File: src/rtl/sbt_pkg.sv
package sbt_pkg;

   localparam int OFFSET_BITS   = 24;
   localparam int KEYWORD_BYTES = 8;
   localparam int MAX_NESTING   = 255;
   localparam int QDEPTH        = 4;
   localparam int QPTR_BITS     = $clog2(QDEPTH);
   localparam int QCNT_BITS     = $clog2(QDEPTH + 1);

   localparam logic [5:0] K_LBRACE = 6'd0, K_RBRACE = 6'd1, K_LBRACKET = 6'd2,
      K_RBRACKET = 6'd3, K_LPAREN = 6'd4, K_RPAREN = 6'd5, K_COMMA = 6'd6,
      K_COLON = 6'd7, K_DOT = 6'd8, K_AT = 6'd9, K_TILDE = 6'd10, K_SEMI = 6'd11,
      K_PLUS = 6'd12, K_MINUS = 6'd13, K_STAR = 6'd14, K_SLASH = 6'd15,
      K_CLASS = 6'd16, K_ELSE = 6'd17, K_FI = 6'd18, K_IF = 6'd19, K_IN = 6'd20,
      K_INHERITS = 6'd21, K_ISVOID = 6'd22, K_LET = 6'd23, K_LOOP = 6'd24,
      K_POOL = 6'd25, K_THEN = 6'd26, K_WHILE = 6'd27, K_CASE = 6'd28,
      K_ESAC = 6'd29, K_NEW = 6'd30, K_OF = 6'd31, K_NOT = 6'd32, K_BOOL = 6'd33,
      K_TYPEID = 6'd34, K_OBJID = 6'd35, K_INT = 6'd36, K_STR = 6'd37,
      K_LE = 6'd38, K_ASSIGN = 6'd39, K_LT = 6'd40, K_DARROW = 6'd41,
      K_EQUAL = 6'd42, K_GE = 6'd43, K_GT = 6'd44, K_ERROR = 6'd45, K_END = 6'd46;

   localparam logic [7:0] CH_BACKSLASH = 8'h5C;

   typedef struct packed {
      logic [5:0]             kind;
      logic [OFFSET_BITS-1:0] offset;
      logic [15:0]            line;
      logic [15:0]            column;
      logic [15:0]            length;
      logic                   last;
   } token_type;

   typedef struct packed {
      logic      valid0;
      logic      valid1;
      token_type tok0;
      token_type tok1;
   } push_type;

   function automatic logic [15:0] sat16(input logic [15:0] v);
      return (v == 16'hFFFF) ? v : v + 16'd1;
   endfunction

   function automatic logic is_alpha(input logic [7:0] c);
      return (c >= "a" && c <= "z") || (c >= "A" && c <= "Z");
   endfunction

   function automatic logic is_digit(input logic [7:0] c);
      return c >= "0" && c <= "9";
   endfunction

   function automatic logic [5:0] single_kind(input logic [7:0] c);
      logic [5:0] k;
      unique case (c)
         "{": k = K_LBRACE;
         "}": k = K_RBRACE;
         "[": k = K_LBRACKET;
         "]": k = K_RBRACKET;
         ")": k = K_RPAREN;
         ",": k = K_COMMA;
         ":": k = K_COLON;
         ".": k = K_DOT;
         "@": k = K_AT;
         "~": k = K_TILDE;
         ";": k = K_SEMI;
         "+": k = K_PLUS;
         "*": k = K_STAR;
         "/": k = K_SLASH;
         default: k = K_ERROR;
      endcase
      return k;
   endfunction

   // The prefix holds the first characters of a word, the latest in the low byte.
   function automatic logic [5:0] word_kind(input logic [8*KEYWORD_BYTES-1:0] w,
                                           input logic [15:0] n, input logic upper);
      logic [5:0] k;
      k = upper ? K_TYPEID : K_OBJID;
      if      (n == 16'd5 && w == 64'("class"))    k = K_CLASS;
      else if (n == 16'd4 && w == 64'("else"))     k = K_ELSE;
      else if (n == 16'd2 && w == 64'("fi"))       k = K_FI;
      else if (n == 16'd2 && w == 64'("if"))       k = K_IF;
      else if (n == 16'd2 && w == 64'("in"))       k = K_IN;
      else if (n == 16'd8 && w == 64'("inherits")) k = K_INHERITS;
      else if (n == 16'd6 && w == 64'("isvoid"))   k = K_ISVOID;
      else if (n == 16'd3 && w == 64'("let"))      k = K_LET;
      else if (n == 16'd4 && w == 64'("loop"))     k = K_LOOP;
      else if (n == 16'd4 && w == 64'("pool"))     k = K_POOL;
      else if (n == 16'd4 && w == 64'("then"))     k = K_THEN;
      else if (n == 16'd5 && w == 64'("while"))    k = K_WHILE;
      else if (n == 16'd4 && w == 64'("case"))     k = K_CASE;
      else if (n == 16'd4 && w == 64'("esac"))     k = K_ESAC;
      else if (n == 16'd3 && w == 64'("new"))      k = K_NEW;
      else if (n == 16'd2 && w == 64'("of"))       k = K_OF;
      else if (n == 16'd3 && w == 64'("not"))      k = K_NOT;
      else if (n == 16'd4 && w == 64'("true"))     k = K_BOOL;
      else if (n == 16'd5 && w == 64'("false"))    k = K_BOOL;
      return k;
   endfunction

endpackage

File: src/rtl/sbt_scan.sv
// Front end: classifies each byte and produces up to two tokens per byte.
module sbt_scan (
   input  logic                 clock,
   input  logic                 reset,
   input  logic                 take,
   input  logic [7:0]           text_byte,
   output sbt_pkg::push_type    push
);

   typedef enum logic [3:0] {
      M_IDLE, M_IDENT, M_INT, M_STR, M_LT, M_EQ, M_GT, M_MINUS, M_LPAR,
      M_LCMT, M_BCMT
   } mode_type;

   localparam int OB = sbt_pkg::OFFSET_BITS;
   localparam int PB = 8 * sbt_pkg::KEYWORD_BYTES;

   mode_type          mode_ff, mode_in;
   logic              hold_paren_ff, hold_paren_in, hold_star_ff, hold_star_in;
   logic [7:0]        depth_ff, depth_in;
   logic [15:0]       line_ff, line_in, col_ff, col_in;
   logic [OB-1:0]     off_ff, off_in;
   logic [15:0]       sline_ff, sline_in, scol_ff, scol_in;
   logic [OB-1:0]     soff_ff, soff_in;
   logic [15:0]       run_ff, run_in;
   logic [PB-1:0]     prefix_ff, prefix_in;
   logic              upper_ff, upper_in, esc_ff, esc_in;

   logic                 a_v, b_v, fl_v, used;
   logic [5:0]           fl_kind;
   logic [15:0]          fl_len;
   sbt_pkg::token_type   a_tok, b_tok;
   logic [7:0]           c;

   assign c = text_byte;

   always_comb begin
      fl_v    = 1'b1;
      fl_kind = sbt_pkg::K_ERROR;
      fl_len  = 16'd1;
      unique case (mode_ff)
         M_IDENT: begin
            fl_kind = sbt_pkg::word_kind(prefix_ff, run_ff, upper_ff);
            fl_len  = run_ff;
         end
         M_INT: begin
            fl_kind = sbt_pkg::K_INT;
            fl_len  = run_ff;
         end
         M_STR:   fl_len  = run_ff;
         M_LT:    fl_kind = sbt_pkg::K_LT;
         M_EQ:    fl_kind = sbt_pkg::K_EQUAL;
         M_GT:    fl_kind = sbt_pkg::K_GT;
         M_MINUS: fl_kind = sbt_pkg::K_MINUS;
         M_LPAR:  fl_kind = sbt_pkg::K_LPAREN;
         default: fl_v    = 1'b0;
      endcase
   end

   always_comb begin
      mode_in       = mode_ff;
      hold_paren_in = hold_paren_ff;
      hold_star_in  = hold_star_ff;
      depth_in      = depth_ff;
      line_in       = line_ff;
      col_in        = col_ff;
      off_in        = off_ff;
      sline_in      = sline_ff;
      scol_in       = scol_ff;
      soff_in       = soff_ff;
      run_in        = run_ff;
      prefix_in     = prefix_ff;
      upper_in      = upper_ff;
      esc_in        = esc_ff;
      used          = 1'b1;
      a_v           = 1'b0;
      b_v           = 1'b0;
      a_tok         = '{kind: fl_kind, offset: soff_ff, line: sline_ff, column: scol_ff,
                        length: fl_len, last: 1'b0};
      b_tok         = '{kind: sbt_pkg::K_END, offset: off_ff, line: line_ff, column: col_ff,
                        length: 16'd0, last: 1'b1};

      if (c == 8'd0) begin
         if (mode_ff == M_BCMT) begin
            a_v   = 1'b1;
            a_tok = '{kind: sbt_pkg::K_ERROR, offset: off_ff, line: line_ff, column: col_ff,
                      length: 16'd0, last: 1'b0};
         end else begin
            a_v = fl_v;
         end
         b_v           = 1'b1;
         mode_in       = M_IDLE;
         hold_paren_in = 1'b0;
         hold_star_in  = 1'b0;
         depth_in      = '0;
         line_in       = 16'd1;
         col_in        = 16'd1;
         off_in        = '0;
         sline_in      = 16'd1;
         scol_in       = 16'd1;
         soff_in       = '0;
         run_in        = '0;
         esc_in        = 1'b0;
      end else begin
         unique case (mode_ff)
            M_IDENT: begin
               if (sbt_pkg::is_alpha(c) || sbt_pkg::is_digit(c) || c == "_") begin
                  if (run_ff < 16'(sbt_pkg::KEYWORD_BYTES))
                     prefix_in = {prefix_ff[PB-9:0], c};
                  run_in = sbt_pkg::sat16(run_ff);
               end else begin
                  a_v  = fl_v;
                  used = 1'b0;
               end
            end
            M_INT: begin
               if (sbt_pkg::is_digit(c)) begin
                  run_in = sbt_pkg::sat16(run_ff);
               end else begin
                  a_v  = fl_v;
                  used = 1'b0;
               end
            end
            M_STR: begin
               if (esc_ff) begin
                  esc_in = 1'b0;
                  run_in = sbt_pkg::sat16(run_ff);
               end else if (c == "\"") begin
                  a_v          = 1'b1;
                  a_tok.kind   = sbt_pkg::K_STR;
                  a_tok.length = sbt_pkg::sat16(run_ff);
                  mode_in      = M_IDLE;
               end else if (c == "\n") begin
                  a_v  = fl_v;
                  used = 1'b0;
               end else begin
                  esc_in = (c == sbt_pkg::CH_BACKSLASH);
                  run_in = sbt_pkg::sat16(run_ff);
               end
            end
            M_LT: begin
               if (c == "=" || c == "-") begin
                  a_v          = 1'b1;
                  a_tok.kind   = (c == "=") ? sbt_pkg::K_LE : sbt_pkg::K_ASSIGN;
                  a_tok.length = 16'd2;
                  mode_in      = M_IDLE;
               end else begin
                  a_v  = fl_v;
                  used = 1'b0;
               end
            end
            M_EQ, M_GT: begin
               if ((mode_ff == M_EQ && c == ">") || (mode_ff == M_GT && c == "=")) begin
                  a_v          = 1'b1;
                  a_tok.kind   = (mode_ff == M_EQ) ? sbt_pkg::K_DARROW : sbt_pkg::K_GE;
                  a_tok.length = 16'd2;
                  mode_in      = M_IDLE;
               end else begin
                  a_v  = fl_v;
                  used = 1'b0;
               end
            end
            M_MINUS: begin
               if (c == "-") begin
                  mode_in = M_LCMT;
               end else begin
                  a_v  = fl_v;
                  used = 1'b0;
               end
            end
            M_LPAR: begin
               if (c == "*") begin
                  mode_in       = M_BCMT;
                  depth_in      = 8'd1;
                  hold_paren_in = 1'b0;
                  hold_star_in  = 1'b0;
               end else begin
                  a_v  = fl_v;
                  used = 1'b0;
               end
            end
            M_LCMT: begin
               if (c == "\n")
                  mode_in = M_IDLE;
            end
            M_BCMT: begin
               hold_paren_in = 1'b0;
               hold_star_in  = 1'b0;
               if (hold_paren_ff && c == "*") begin
                  if (depth_ff < 8'(sbt_pkg::MAX_NESTING))
                     depth_in = depth_ff + 8'd1;
               end else if (hold_star_ff && c == ")") begin
                  depth_in = (depth_ff != 8'd0) ? depth_ff - 8'd1 : depth_ff;
                  if (depth_in == 8'd0)
                     mode_in = M_IDLE;
               end else begin
                  hold_paren_in = (c == "(");
                  hold_star_in  = (c == "*");
               end
            end
            default: used = 1'b0;
         endcase

         if (!used) begin
            mode_in  = M_IDLE;
            sline_in = line_ff;
            scol_in  = col_ff;
            soff_in  = off_ff;
            if (sbt_pkg::is_alpha(c)) begin
               mode_in   = M_IDENT;
               prefix_in = {{(PB-8){1'b0}}, c};
               upper_in  = (c >= "A" && c <= "Z");
               run_in    = 16'd1;
            end else if (sbt_pkg::is_digit(c)) begin
               mode_in = M_INT;
               run_in  = 16'd1;
            end else if (c == "\"") begin
               mode_in = M_STR;
               run_in  = 16'd1;
               esc_in  = 1'b0;
            end else if (c == "<") begin
               mode_in = M_LT;
            end else if (c == "=") begin
               mode_in = M_EQ;
            end else if (c == ">") begin
               mode_in = M_GT;
            end else if (c == "-") begin
               mode_in = M_MINUS;
            end else if (c == "(") begin
               mode_in = M_LPAR;
            end else if (c != " " && c != "\t" && c != "\n") begin
               b_v          = 1'b1;
               b_tok.kind   = sbt_pkg::single_kind(c);
               b_tok.length = 16'd1;
            end
         end

         off_in = off_ff + OB'(1);
         if (c == "\n") begin
            line_in = sbt_pkg::sat16(line_ff);
            col_in  = 16'd1;
         end else begin
            col_in = sbt_pkg::sat16(col_ff);
         end
      end
   end

   always_comb begin
      push.valid0    = take & (a_v | b_v);
      push.valid1    = take & a_v & b_v;
      push.tok0      = a_v ? a_tok : b_tok;
      push.tok0.last = ~(a_v & b_v);
      push.tok1      = b_tok;
   end

   // The word prefix has no reset; only characters already stored are compared.
   always_ff @(posedge clock) begin
      if (reset) begin
         mode_ff       <= M_IDLE;
         hold_paren_ff <= 1'b0;
         hold_star_ff  <= 1'b0;
         depth_ff      <= '0;
         line_ff       <= 16'd1;
         col_ff        <= 16'd1;
         off_ff        <= '0;
         sline_ff      <= 16'd1;
         scol_ff       <= 16'd1;
         soff_ff       <= '0;
         run_ff        <= '0;
         upper_ff      <= 1'b0;
         esc_ff        <= 1'b0;
      end else if (take) begin
         mode_ff       <= mode_in;
         hold_paren_ff <= hold_paren_in;
         hold_star_ff  <= hold_star_in;
         depth_ff      <= depth_in;
         line_ff       <= line_in;
         col_ff        <= col_in;
         off_ff        <= off_in;
         sline_ff      <= sline_in;
         scol_ff       <= scol_in;
         soff_ff       <= soff_in;
         run_ff        <= run_in;
         prefix_ff     <= prefix_in;
         upper_ff      <= upper_in;
         esc_ff        <= esc_in;
      end
   end

endmodule

File: src/rtl/sbt_queue.sv
// Token queue: up to two writes and one read per cycle.
module sbt_queue (
   input  logic                clock,
   input  logic                reset,
   input  sbt_pkg::push_type   push,
   input  logic                pop,
   output logic                not_empty,
   output logic                almost_full,
   output sbt_pkg::token_type  head
);

   localparam int PW = sbt_pkg::QPTR_BITS;
   localparam int CW = sbt_pkg::QCNT_BITS;

   sbt_pkg::token_type       mem_ff [sbt_pkg::QDEPTH];
   logic [PW-1:0]            wp_ff, wp_in, rp_ff, rp_in;
   logic [CW-1:0]            cnt_ff, cnt_in;

   assign not_empty   = (cnt_ff != '0);
   assign almost_full = (cnt_ff > CW'(sbt_pkg::QDEPTH - 2));
   assign head        = mem_ff[rp_ff];

   always_comb begin
      wp_in  = wp_ff + PW'(push.valid0) + PW'(push.valid1);
      rp_in  = rp_ff + PW'(pop);
      cnt_in = cnt_ff + CW'(push.valid0) + CW'(push.valid1) - CW'(pop);
   end

   always_ff @(posedge clock) begin
      if (reset) begin
         wp_ff  <= '0;
         rp_ff  <= '0;
         cnt_ff <= '0;
      end else begin
         wp_ff  <= wp_in;
         rp_ff  <= rp_in;
         cnt_ff <= cnt_in;
      end
   end

   always_ff @(posedge clock) begin
      if (push.valid0)
         mem_ff[wp_ff] <= push.tok0;
      if (push.valid1)
         mem_ff[wp_ff + PW'(1)] <= push.tok1;
   end

endmodule

File: src/rtl/sbt_emit.sv
// Back end: output register that drains the queue one beat at a time.
module sbt_emit (
   input  logic                clock,
   input  logic                reset,
   input  logic                not_empty,
   input  sbt_pkg::token_type  head,
   output logic                pop,
   input  logic                out_stall,
   output logic                out_valid,
   output sbt_pkg::token_type  out_tok
);

   logic               valid_ff, valid_in;
   sbt_pkg::token_type tok_ff;

   assign pop       = not_empty & (~valid_ff | ~out_stall);
   assign valid_in  = pop | (valid_ff & out_stall);
   assign out_valid = valid_ff;
   assign out_tok   = tok_ff;

   always_ff @(posedge clock) begin
      if (reset)
         valid_ff <= 1'b0;
      else
         valid_ff <= valid_in;
   end

   always_ff @(posedge clock) begin
      if (pop)
         tok_ff <= head;
   end

endmodule

File: src/rtl/source_byte_tokenizer.sv
// Source text tokenizer for a small object language.
// Input channel (req_): one source byte per beat; a zero byte ends the text,
// flushes any pending token, emits an end token and rewinds the position to
// offset 0, line 1, column 1.
// Result channel (rsp_): one token per beat with its kind, start offset, line,
// column and length; rsp_last_of_run marks the last token caused by one byte.
// A byte yields zero, one or two tokens.
// Throughput: one byte per cycle while the token queue has room for two more
// tokens; the result side drains one token per cycle while rsp_stall is low, so
// sustained rate is bounded by that single output register.
// Path: a token caused by an accepted byte is written into the token queue,
// then loaded into the output register that drives rsp_.
// Reset (synchronous) clears the scanner to the idle mode, empties the queue
// and drops rsp_valid. When the receiver stalls, the held beat stays on the
// ports, the queue fills, and req_stall rises once fewer than two slots remain.
module source_byte_tokenizer (
   input  logic                             clock,
   input  logic                             reset,
   input  logic                             req_valid,
   output logic                             req_stall,
   input  logic [7:0]                       req_text_byte,
   output logic                             rsp_valid,
   input  logic                             rsp_stall,
   output logic [5:0]                       rsp_token_kind,
   output logic [sbt_pkg::OFFSET_BITS-1:0]  rsp_token_offset,
   output logic [15:0]                      rsp_token_line,
   output logic [15:0]                      rsp_token_column,
   output logic [15:0]                      rsp_token_length,
   output logic                             rsp_last_of_run
);

   sbt_pkg::push_type   push;
   sbt_pkg::token_type  head, out_tok;
   logic                take, not_empty, almost_full, pop;

   // The scanner only advances on an accepted beat.
   assign req_stall = almost_full;
   assign take      = req_valid & ~almost_full;

   sbt_scan u_scan (
      .clock     (clock),
      .reset     (reset),
      .take      (take),
      .text_byte (req_text_byte),
      .push      (push)
   );

   sbt_queue u_queue (
      .clock       (clock),
      .reset       (reset),
      .push        (push),
      .pop         (pop),
      .not_empty   (not_empty),
      .almost_full (almost_full),
      .head        (head)
   );

   sbt_emit u_emit (
      .clock     (clock),
      .reset     (reset),
      .not_empty (not_empty),
      .head      (head),
      .pop       (pop),
      .out_stall (rsp_stall),
      .out_valid (rsp_valid),
      .out_tok   (out_tok)
   );

   // Unpack the registered token onto the result ports.
   assign rsp_token_kind   = out_tok.kind;
   assign rsp_token_offset = out_tok.offset;
   assign rsp_token_line   = out_tok.line;
   assign rsp_token_column = out_tok.column;
   assign rsp_token_length = out_tok.length;
   assign rsp_last_of_run  = out_tok.last;

endmodule

File: config.mk
export PLATFORM = sky130hd
export DESIGN_NAME = source_byte_tokenizer
export DESIGN_NICKNAME = d
export VERILOG_FILES = /design/src/rtl/sbt_pkg.sv /design/src/rtl/sbt_scan.sv /design/src/rtl/sbt_queue.sv /design/src/rtl/sbt_emit.sv /design/src/rtl/source_byte_tokenizer.sv
export SDC_FILE = /design/constraint.sdc
export NUM_CORES = 1
export LEC_CHECK = 0
export ABC_AREA = 1
export BUFFER_PORTS_ARGS = -buffer_cell sky130_fd_sc_hd__buf_2
export CAP_MARGIN = 20
export CORE_ASPECT_RATIO = 2
export CORE_MARGIN = 3
export CORE_UTILIZATION = 41
export CTS_BUF_LIST = sky130_fd_sc_hd__clkbuf_8
export CTS_CLUSTER_DIAMETER = 50
export DETAILED_ROUTE_END_ITERATION = 6
export GPL_ROUTABILITY_DRIVEN = 0
export GPL_TIMING_DRIVEN = 0
export PLACE_DENSITY = 0.6
export SLEW_MARGIN = 20
export SYNTH_ARGS = -nofsm -noshare
export SYNTH_HDL_FRONTEND = slang
export SYNTH_SLANG_ARGS = --single-unit
File: constraint.sdc
create_clock -name clock -period 14.5 [get_ports clock]
set_input_delay 2.9 -clock clock [delete_from_list [all_inputs] [get_ports clock]]
set_output_delay 2.9 -clock clock [all_outputs]
set_load 0.005 [all_outputs]
## Word level (Yosys, flattened, before mapping)

Memories as Yosys holds them, arrays and structs flattened. A register that Yosys moved wholly into a read port is not among the register bits.
Index checks and enable logic that the tools add are counted.
Widths: inputs -> output; s select.

- Register bits: 216
- RAM bits: 316
- Bits of input ports: 12
- Word-level logic and storage cells: 368
- Memories kept: 1

- Add/sub/neg operators: 13
- $lt $le $gt $ge: 9
- Equal/unequal tests: 81
- Multiplexer cells: 178
- Bitwise gates (word level): 17
- Reduce and logical (&&, ||, !) cells: 51

Memories:

| memory | words | width | rd ports | clocked after memory_dff | wr ports | RTL line | text |
|---|---|---|---|---|---|---|---|
| u_queue.mem_ff | 4 | 79 | 1 | 1 | 2 | sbt_queue.sv:15 | `sbt_pkg::token_type mem_ff [sbt_pkg::QDEPTH];` |

Operators with widths:

| operator | count |
|---|---|
| $mux 16 | 37 |
| $eq 64x31->1 const B | 7 |
| $mux 64 | 5 |
| $eq 64x15->1 const B | 4 |
| $mux 6 | 35 |
| $eq 64x23->1 const B | 3 |
| $eq 64x39->1 const B | 3 |
| $mux 79 | 2 |
| $eq 8x6->1 const B | 14 |
| $pmux 16 s3 | 2 |
| $pmux 6 s14 | 1 |
| $mux 4 | 20 |
| $mux 24 | 3 |
| $eq 64x47->1 const B | 1 |
| $eq 64x63->1 const B | 1 |
| $eq 8x7->1 const B | 8 |
| $mux 1 | 57 |
| $mux 56 | 1 |
| $add 16x1->16 const B | 3 |
| $eq 16x16->1 const B | 3 |
| $eq 16x3->1 const B | 3 |
| $mux 8 | 6 |
| $pmux 6 s7 | 1 |
| $eq 16x2->1 const B | 2 |
| other kinds (52) | 127 |

## Logic depth before layout (Yosys ltp)

Gate-level depths: netlist of the first run.

- Depth in word-level cells: 27
- Mapped depth: 28
- Gate-level depth less buffers: 28

## Hierarchy

A second synthesis of the first run with hierarchy kept.

- Cell total of the unflattened synthesis: 4510
- Area, all modules: 34358.0 um^2

By module, submodules not included:

| module | instances | cells each | area each (um^2) | sequential area each (um^2) |
|---|---|---|---|---|
| sbt_queue | 1 | 2352 | 18187.4 | 9629.2 |
| sbt_scan | 1 | 2072 | 13746.9 | 4804.6 |
| sbt_emit | 1 | 84 | 2413.6 | 2392.3 |
| source_byte_tokenizer | 1 | 2 | 10.0 | 0.0 |

## Worst setup path before layout of the first run

No wires, ideal clock.

- Path kind: input to register
- From: input rsp_stall
- To: register u_queue.cnt_ff[2]
- Setup time: 0.128 ns
- Arrival: 8.663 ns
- Data required time: 14.372 ns
- Path slack: 5.710 ns
- Cell stages on the path: 9
- Cell sequence: nand2_1 inv_1 a31oi_1 ha_1 inv_1 fa_1 fa_1 xor2_1 nor2_1

- Longest elaborated chain between the ends: 4

RTL lines:

| what | RTL line | text |
|---|---|---|
| start: declaration | source_byte_tokenizer.sv:23 | `input logic rsp_stall,` |
| $not 1->1 | sbt_emit.sv:16 | `assign pop = not_empty & (~valid_ff \| ~out_stall);` |
| $or 1x1->1 | sbt_emit.sv:16 |  |
| $and 1x1->1 | sbt_emit.sv:16 |  |
| via pop | source_byte_tokenizer.sv:34 | `logic take, not_empty, almost_full, pop;` |
| $sub 3x1->3 | sbt_queue.sv:26 | `cnt_in = cnt_ff + CW'(push.valid0) + CW'(push.valid1) - CW'(pop);` |
| end signal: assignment | sbt_queue.sv:37 | `cnt_ff <= cnt_in;` |
| end: declaration | sbt_queue.sv:17 | `logic [CW-1:0] cnt_ff, cnt_in;` |

The timed path passes the listed nets, and every way through them passes these cells.
A chain may end at the register's enable or synchronous reset.

==> summary.md, run 1 <==
| Metric | Value |
|---|---|
| Net Sw Frac | `0.404` |
| Clock-pin slew on the worst setup and hold paths | `0.07 ns` |
| Status | `finished clean` |
| FILL cells | `7044` |
| Post-synth ARST share | `0` |
| Fin. Hold Viols | `0` |
| Power density over cell area | `188 nW/um^2` |
| Hold Crit Class | `reg -> reg` |
| Share of layout cells above drive strength 1 | `0.0934` |
| Clock buffer depth | `3` |
| Largest net degree at the start of global routing | `65` |
| Die width | `196 um` |
| Full die area | `75600 um^2` |
| Slowest-stage cell, CP | `nand2_4` |
| Max-cap viol count | `0` |
| Synth Net Count | `3398` |
| Syn_area_per_cell | `8.78 um^2` |
| EDFF count, synth | `391` |
| Slew @ Worst Pin | `1.25 ns` |
| RSZ-0062 raised after global routing | `false` |
| Initial DRC Count | `2161` |
| Clock latency on the worst-skew pair | `0.76 ns` |
| Sinks on the clock net | `611` |
| Largest stage delay on the critical path | `0.83 ns` |
| Seq. cell area | `16100 um^2` |
| Met1 WL | `33600 um` |
| Seq/Total Area, Yosys | `0.546` |
| Crit path max fanout | `64` |
| Finish-stage setup viols | `0` |
| NetSw | `2.53 mW` |
| CP Data Required Time | `15.12 ns` |
| Seq pwr share | `0.393` |
| Synthesized instance count | `3370` |
| Combinational power share | `0.360` |
| Post-layout min period | `6.83 ns` |
| Sum of negative setup slack | `0 ns` |
| Hold_buf cts | `0` |
| Total power | `6.26 mW` |
| Leakage | `11.5 nW` |
| Headroom to the max-slew limit | `0.166` |
| Synthesized cell area | `29600 um^2` |
| Cell Chain, Critical Path | `buf_2, nand2_1, inv_1, nand2_1, nor2_2, nand3_1, nand2_1, inv_2, nand2_1, nor4_1, nand4_1, nor2_1, nor2_1, nand2_2, nand2_4, nor3_4, inv_2, nor2_4, inv_2, nand2_4, inv_2, buf_6, a22o_1` |
| Rows | `138` |
| Cts bufs inserted | `91` |
| Final Cycle Share | `0.471` |
| Core box area | `71100 um^2` |
| Vias in the first global route | `26500` |
| WL/cell | `22.1 um` |
| CP startpoint kind | `input pin` |
| Setup Skew | `0.0459 ns` |
| I/O Pins | `93` |
| Remaining DRCs | `0` |
| Global-route wire length before repair | `151000 um` |
| Worst setup EP type | `register` |
| Final wirelength | `101000 um` |
| Top Metal Used | `met5` |
| Via Count | `26400` |
| Worst EP arrival | `7.46 ns` |
| P_int | `3.73 mW` |
| Clk pwr share | `0.247` |
| Dpl hpwl | `73500 um` |
| Final net count | `3591` |
| Fmax | `146 MHz` |
| Die H | `386 um` |
| H-tree depth | `3` |
| Vias/cell | `5.79` |
| Layout area overhead | `12.9%` |
| Yosys reg bits | `611` |
| Cts repair resizes | `0` |
| CTS Root Buffer Type | `clkbuf_8` |
| Total gr overflow | `0` |
| Synth cell types | `56` |
| Critical path type | `in -> reg` |
| Number of antenna violations at the first check in global routing | `5` |
| Overall routing resource usage | `0.259` |
| Post-synth top flop | `edfxtp_1` |
| Peak supply drop | `93.9 uV` |
| WL met2 | `53700 um` |
| DR WL met3 | `5600 um` |
| Port bufs | `91` |
| Initial Util | `0.416` |
| First-pass DRT Iterations | `6` |
| CTS tree | `yes` |
| YS warnings | `0` |
| ANT nets after route | `0` |
| Multi-input logic area | `11500 um^2` |
| Final Max Slew Viols | `0` |
| Number of post-CTS setup repair buffers | `0` |
==> layout make-up <==
cell class | count | area share
Buffer | 197 | 0.0242
Inverter | 304 | 0.0342
Clock buffer | 97 | 0.0400
Sequential cell | 611 | 0.483
Clock inverter | 74 | 0.0187
Multi-Input combinational cell | 2258 | 0.345
Timing Repair Buffer | 100 | 0.0204
Tap cell | 910 | 0.0341
Antenna cell | 2 | 0.000150
==> cell families after synthesis <==
kind of cell / share of synthesized area
AND/OR/NAND/NOR: 0.177
AO/OA/AOI/OAI: 0.200
flip-flops: 0.546
buffers and inverters: 0.0658
XOR/XNOR: 0.00503
adder cells (fa/ha/maj): 0.00753
==> worst paths after layout <==
| check | startpoint | to | slack, ns | depth (start not counted) |
|---|---|---|---|---|
| worst min-delay path | u_scan.col_ff[12] | u_scan.scol_ff[12] | 0.45 | 2 |
| worst max-delay path | req_text_byte[2] | u_queue.mem_ff[1][9] | 7.67 | 23 |
| worst max register to register | u_scan.mode_ff[3] | u_queue.mem_ff[1][9] | 9.80 | 21 |
| worst min register to register | u_scan.col_ff[12] | u_scan.scol_ff[12] | 0.45 | 2 |
==> synth_stat cells (7+ instances only) <==
library cell | number | area, um^2
o221ai_1 | 12 | 105
a22o_1 | 60 | 526
o211ai_1 | 8 | 60.1
inv_2 | 38 | 143
nor3_1 | 59 | 295
a31oi_1 | 12 | 75.1
dfxtp_1 | 220 | 4400
buf_1 | 7 | 26.3
a211oi_1 | 19 | 143
nand4_1 | 44 | 275
ha_1 | 13 | 163
edfxtp_1 | 391 | 11700
buf_2 | 30 | 150
nor4_1 | 28 | 175
o2111ai_1 | 15 | 131
o21ai_1 | 52 | 260
nand3_1 | 102 | 510
clkbuf_1 | 156 | 586
inv_1 | 260 | 976
a21oi_1 | 212 | 1060
xor2_1 | 14 | 123
nand2_1 | 472 | 1770
nor2_1 | 480 | 1800
o21ai_0 | 264 | 1320
o22ai_1 | 314 | 1960
==> through the flow <==
stage | utilization | instance area (um^2) | hold slack (ns) | worst slack [ns] | instances
5_1_grt | 0.470 | 33400 | 0.458 | 7.40 | 4552
3_3_place_gp | 0.438 | 31200 | 0.436 | 2.93 | 4371
6_report | 0.470 | 33400 | 0.449 | 7.67 | 4553
4_1_cts | 0.469 | 33400 | 0.436 | 7.77 | 4549
2_1_floorplan | - | 29600 | 0.421 | 5.71 | 3370
3_5_place_dp | 0.441 | 31400 | 0.438 | 6.95 | 4378
==> layout by cell type (no fill, tap or decap), types with 102 or more instances in the layout <==
cell | synthesis | routed
nand3_1 | 102 | 102
clkbuf_1 | 156 | 156
o22ai_1 | 314 | 314
a21oi_1 | 212 | 212
o21ai_0 | 264 | 264
edfxtp_1 | 391 | 391
dfxtp_1 | 220 | 220
nand2_1 | 472 | 472
nor2_1 | 480 | 479
buf_2 | 30 | 121
inv_1 | 260 | 282
==> critical path: cells and delay by family <==
kind | cells | cell delay (ns)
AND/OR/NAND/NOR | 15 | 3.21
buffers and inverters | 7 | 1.11
AO/OA/AOI/OAI | 1 | 0.19
==> power groups by stage <==
stage                     sequential, mW  combinational, mW  clock (mW)
after global routing                2.49               2.45        1.63
after CTS                           2.47               2.22        1.57
after floorplan                     2.50               1.31           0
after global placement              2.54               2.13           0
final                               2.46               2.26        1.55
after detailed placement            2.50               2.22           0
==> routing by layer <==
metal	vias to the layer above	global-route usage
met4	4	0.191
li1	12400	-
met2	1107	0.491
met3	420	0.0449
met1	12400	0.245
met5	-	0
==> sequential cells by signal, indices dropped and copies added (netlist names), 2 cells and up <==
signal / flops
u_emit.out_tok: 79
u_queue.cnt_ff: 3
u_queue.mem_ff: 316
u_queue.rp_ff: 2
u_queue.wp_ff: 2
u_scan.col_ff: 16
u_scan.depth_ff: 8
u_scan.line_ff: 16
u_scan.mode_ff: 4
u_scan.off_ff: 24
u_scan.prefix_ff: 64
u_scan.run_ff: 16
u_scan.scol_ff: 16
u_scan.sline_ff: 16
u_scan.soff_ff: 24
Note: power is estimated with default switching activity, not from simulation.
==> run 2: changes to the inputs <==
clock period = 6.5 ns   (was 14.5 ns; I/O delays follow)
==> run 2 against run 1 <==
  * The run now ends with DRC left
  * Critical path depth is the same
  * Via count is 0.54% higher
  * Register-to-register slack worse by 8.1 ns
  * Clock skew is 0.0062 ns higher
  * Sequential share of layout area shrank 0.17 points
  * Highest routed layer is now met4
  * Hold slack improved by 0.0079 ns
==> summary.md, run 2 (synthesis results as in run 1) <==
| Metric | Value |
|---|---|
| Setup Skew | `0.0522 ns` |
| H-tree depth | `3` |
| ANT nets after route | `0` |
| CTS Root Buffer Type | `clkbuf_8` |
| Worst EP arrival | `5.93 ns` |
| Initial Util | `0.416` |
| Share of layout cells above drive strength 1 | `0.0964` |
| Top Metal Used | `met4` |
| Cts bufs inserted | `91` |
| RSZ-0062 raised after global routing | `false` |
| Finish-stage setup viols | `0` |
| P_int | `8.47 mW` |
| Core box area | `71100 um^2` |
| Clock latency on the worst-skew pair | `0.77 ns` |
| Remaining DRCs | `12` |
| Full die area | `75600 um^2` |
| Crit path max fanout | `64` |
| Clock buffer depth | `3` |
| Post-route core utilization | `0.471` |
| Final Cycle Share | `0.817` |
| Layout area overhead | `13.3%` |
| Rows | `138` |
| Vias in the first global route | `26600` |
| Via Count | `26500` |
| Overall routing resource usage | `0.258` |
| Most frequent cells in the layout | `479 x nor2_1, 472 x nand2_1, 391 x edfxtp_1` |
| I/O Pins | `93` |
| Hold Crit Class | `reg -> reg` |
| NetSw | `5.65 mW` |
| Final Max Slew Viols | `0` |
| Total gr overflow | `0` |
| CTS tree | `yes` |
| Fmax | `188 MHz` |
| Status | `complete, but fails checks` |
| Number of antenna violations at the first check in global routing | `2` |
| Clk pwr share | `0.256` |
| Final net count | `3591` |
| CP startpoint kind | `input pin` |
| Dpl hpwl | `73500 um` |
| Cts repair resizes | `0` |
| Layout Cells excl Fill | `4555` |
| Max FFs per register | `316` |
| Port bufs | `91` |
| WL/cell | `22.1 um` |
| Headroom to the max-slew limit | `0.207` |
| Top reg by flops | `u_queue.mem_ff` |
| Setup ws final | `1.19 ns` |
| Power density over cell area | `421 nW/um^2` |
| Hold_buf cts | `0` |
| Max-cap viol count | `0` |
| Fin. Hold Viols | `0` |
| Placement Setup Slack | `0.569 ns` |
| Sinks on the clock net | `611` |
| Die H | `386 um` |
| Vias/cell | `5.82` |
| Net Sw Frac | `0.400` |
| Initial DRC Count | `1925` |
| Commonest non-fill, non-tap cell in the layout | `nor2_1` |
| Violated checks | `DRC` |
| Combinational power share | `0.354` |
| Leakage | `11.5 nW` |
| Post-layout min period | `5.31 ns` |
| Placed cells | `4379` |
| First-pass DRT Iterations | `7` |
| Peak supply drop | `237 uV` |
| Largest net degree at the start of global routing | `65` |
| Final wirelength | `101000 um` |
| WL met2 | `54100 um` |
| Met1 WL | `33400 um` |
| Clock-pin slew on the worst setup and hold paths | `0.07 ns` |
| Seq pwr share | `0.390` |
| Worst setup EP type | `register` |
| Total power | `14.1 mW` |
| Global-route wire length before repair | `151000 um` |
| Number of post-CTS setup repair buffers | `0` |
| Critical path type | `in -> reg` |
| CP Data Required Time | `7.12 ns` |
| Slew @ Worst Pin | `1.19 ns` |
| Die width | `196 um` |
| Sum of negative setup slack | `0 ns` |
| DR WL met3 | `5350 um` |
## run 2: cell count changes in the layout (fill, tap and decap cells not counted), moves of 2 or more
cell,before,now
inv_6,1,3
inv_1,282,276
buf_12,3,1
clkinv_4,0,3
inv_12,3,1
clkinvlp_4,3,6
clkbuf_8,97,102
clkinv_1,23,19
bufinv_16,10,12
## run 2: metal layers
layer / up-vias / global-route usage
li1: 12400 / -
met1: 12600 / 0.244
met2: 1074 / 0.492
met3: 416 / 0.0433
met4: 0 / 0.191
met5: - / 0
## run 2: stage by stage
stage | hold WS [ns] | instance area (um^2)
global route | 0.475 | 33500
CTS | 0.456 | 33500
finish | 0.457 | 33500
floorplan | 0.421 | 29600
global placement | 0.438 | 31200
detailed placement | 0.444 | 31400
## run 2: final cells by class
class                   count  area, um^2
clock buffers             102        1400
multi-input cells        2258       11500
repair buffers            100         676
well taps                 910        1140
flip-flops and latches    611       16100
fillers                  7076       37600
diodes                      3        7.51
clock inverters            70         674
inverters                 304        1140
plain buffers             197         807
## run 2: path summary, 6_finish.rpt
path | startpoint | end | slack, ns | cells after the start
setup / recovery | req_text_byte[2] | u_queue.mem_ff[0][8] | 1.19 | 23
hold / removal | u_queue.mem_ff[2][77] | u_queue.mem_ff[2][77] | 0.46 | 2
setup reg to reg | u_scan.mode_ff[3] | u_queue.mem_ff[0][8] | 1.73 | 21
hold reg to reg | u_queue.mem_ff[2][77] | u_queue.mem_ff[2][77] | 0.46 | 2
## run 2: worst max-delay path, stage by stage
cell	delay, ns
buf_2	0.13
nand2_1	0.25
inv_1	0.07
nand2_1	0.14
nor2_2	0.10
nand3_1	0.14
nand2_1	0.12
inv_2	0.11
nand2_1	0.08
nor4_1	0.37
nand4_1	0.30
nor2_1	0.17
nor2_1	0.10
nand2_2	0.10
nand2_4	0.10
nor3_4	0.29
inv_2	0.21
nor2_4	0.16
inv_2	0.17
nand2_4	0.83
inv_2	0.22
buf_6	0.23
a22o_1	0.18
## run 2: power by group through the flow
stage / sequential, mW / clock [mW] / combinational (mW)
2_1_floorplan: 5.56 / 0 / 2.92
3_3_place_gp: 5.63 / 0 / 4.74
3_5_place_dp: 5.58 / 0 / 4.93
4_1_cts: 5.50 / 3.66 / 4.95
5_1_grt: 5.57 / 3.80 / 5.44
6_report: 5.50 / 3.62 / 5.00
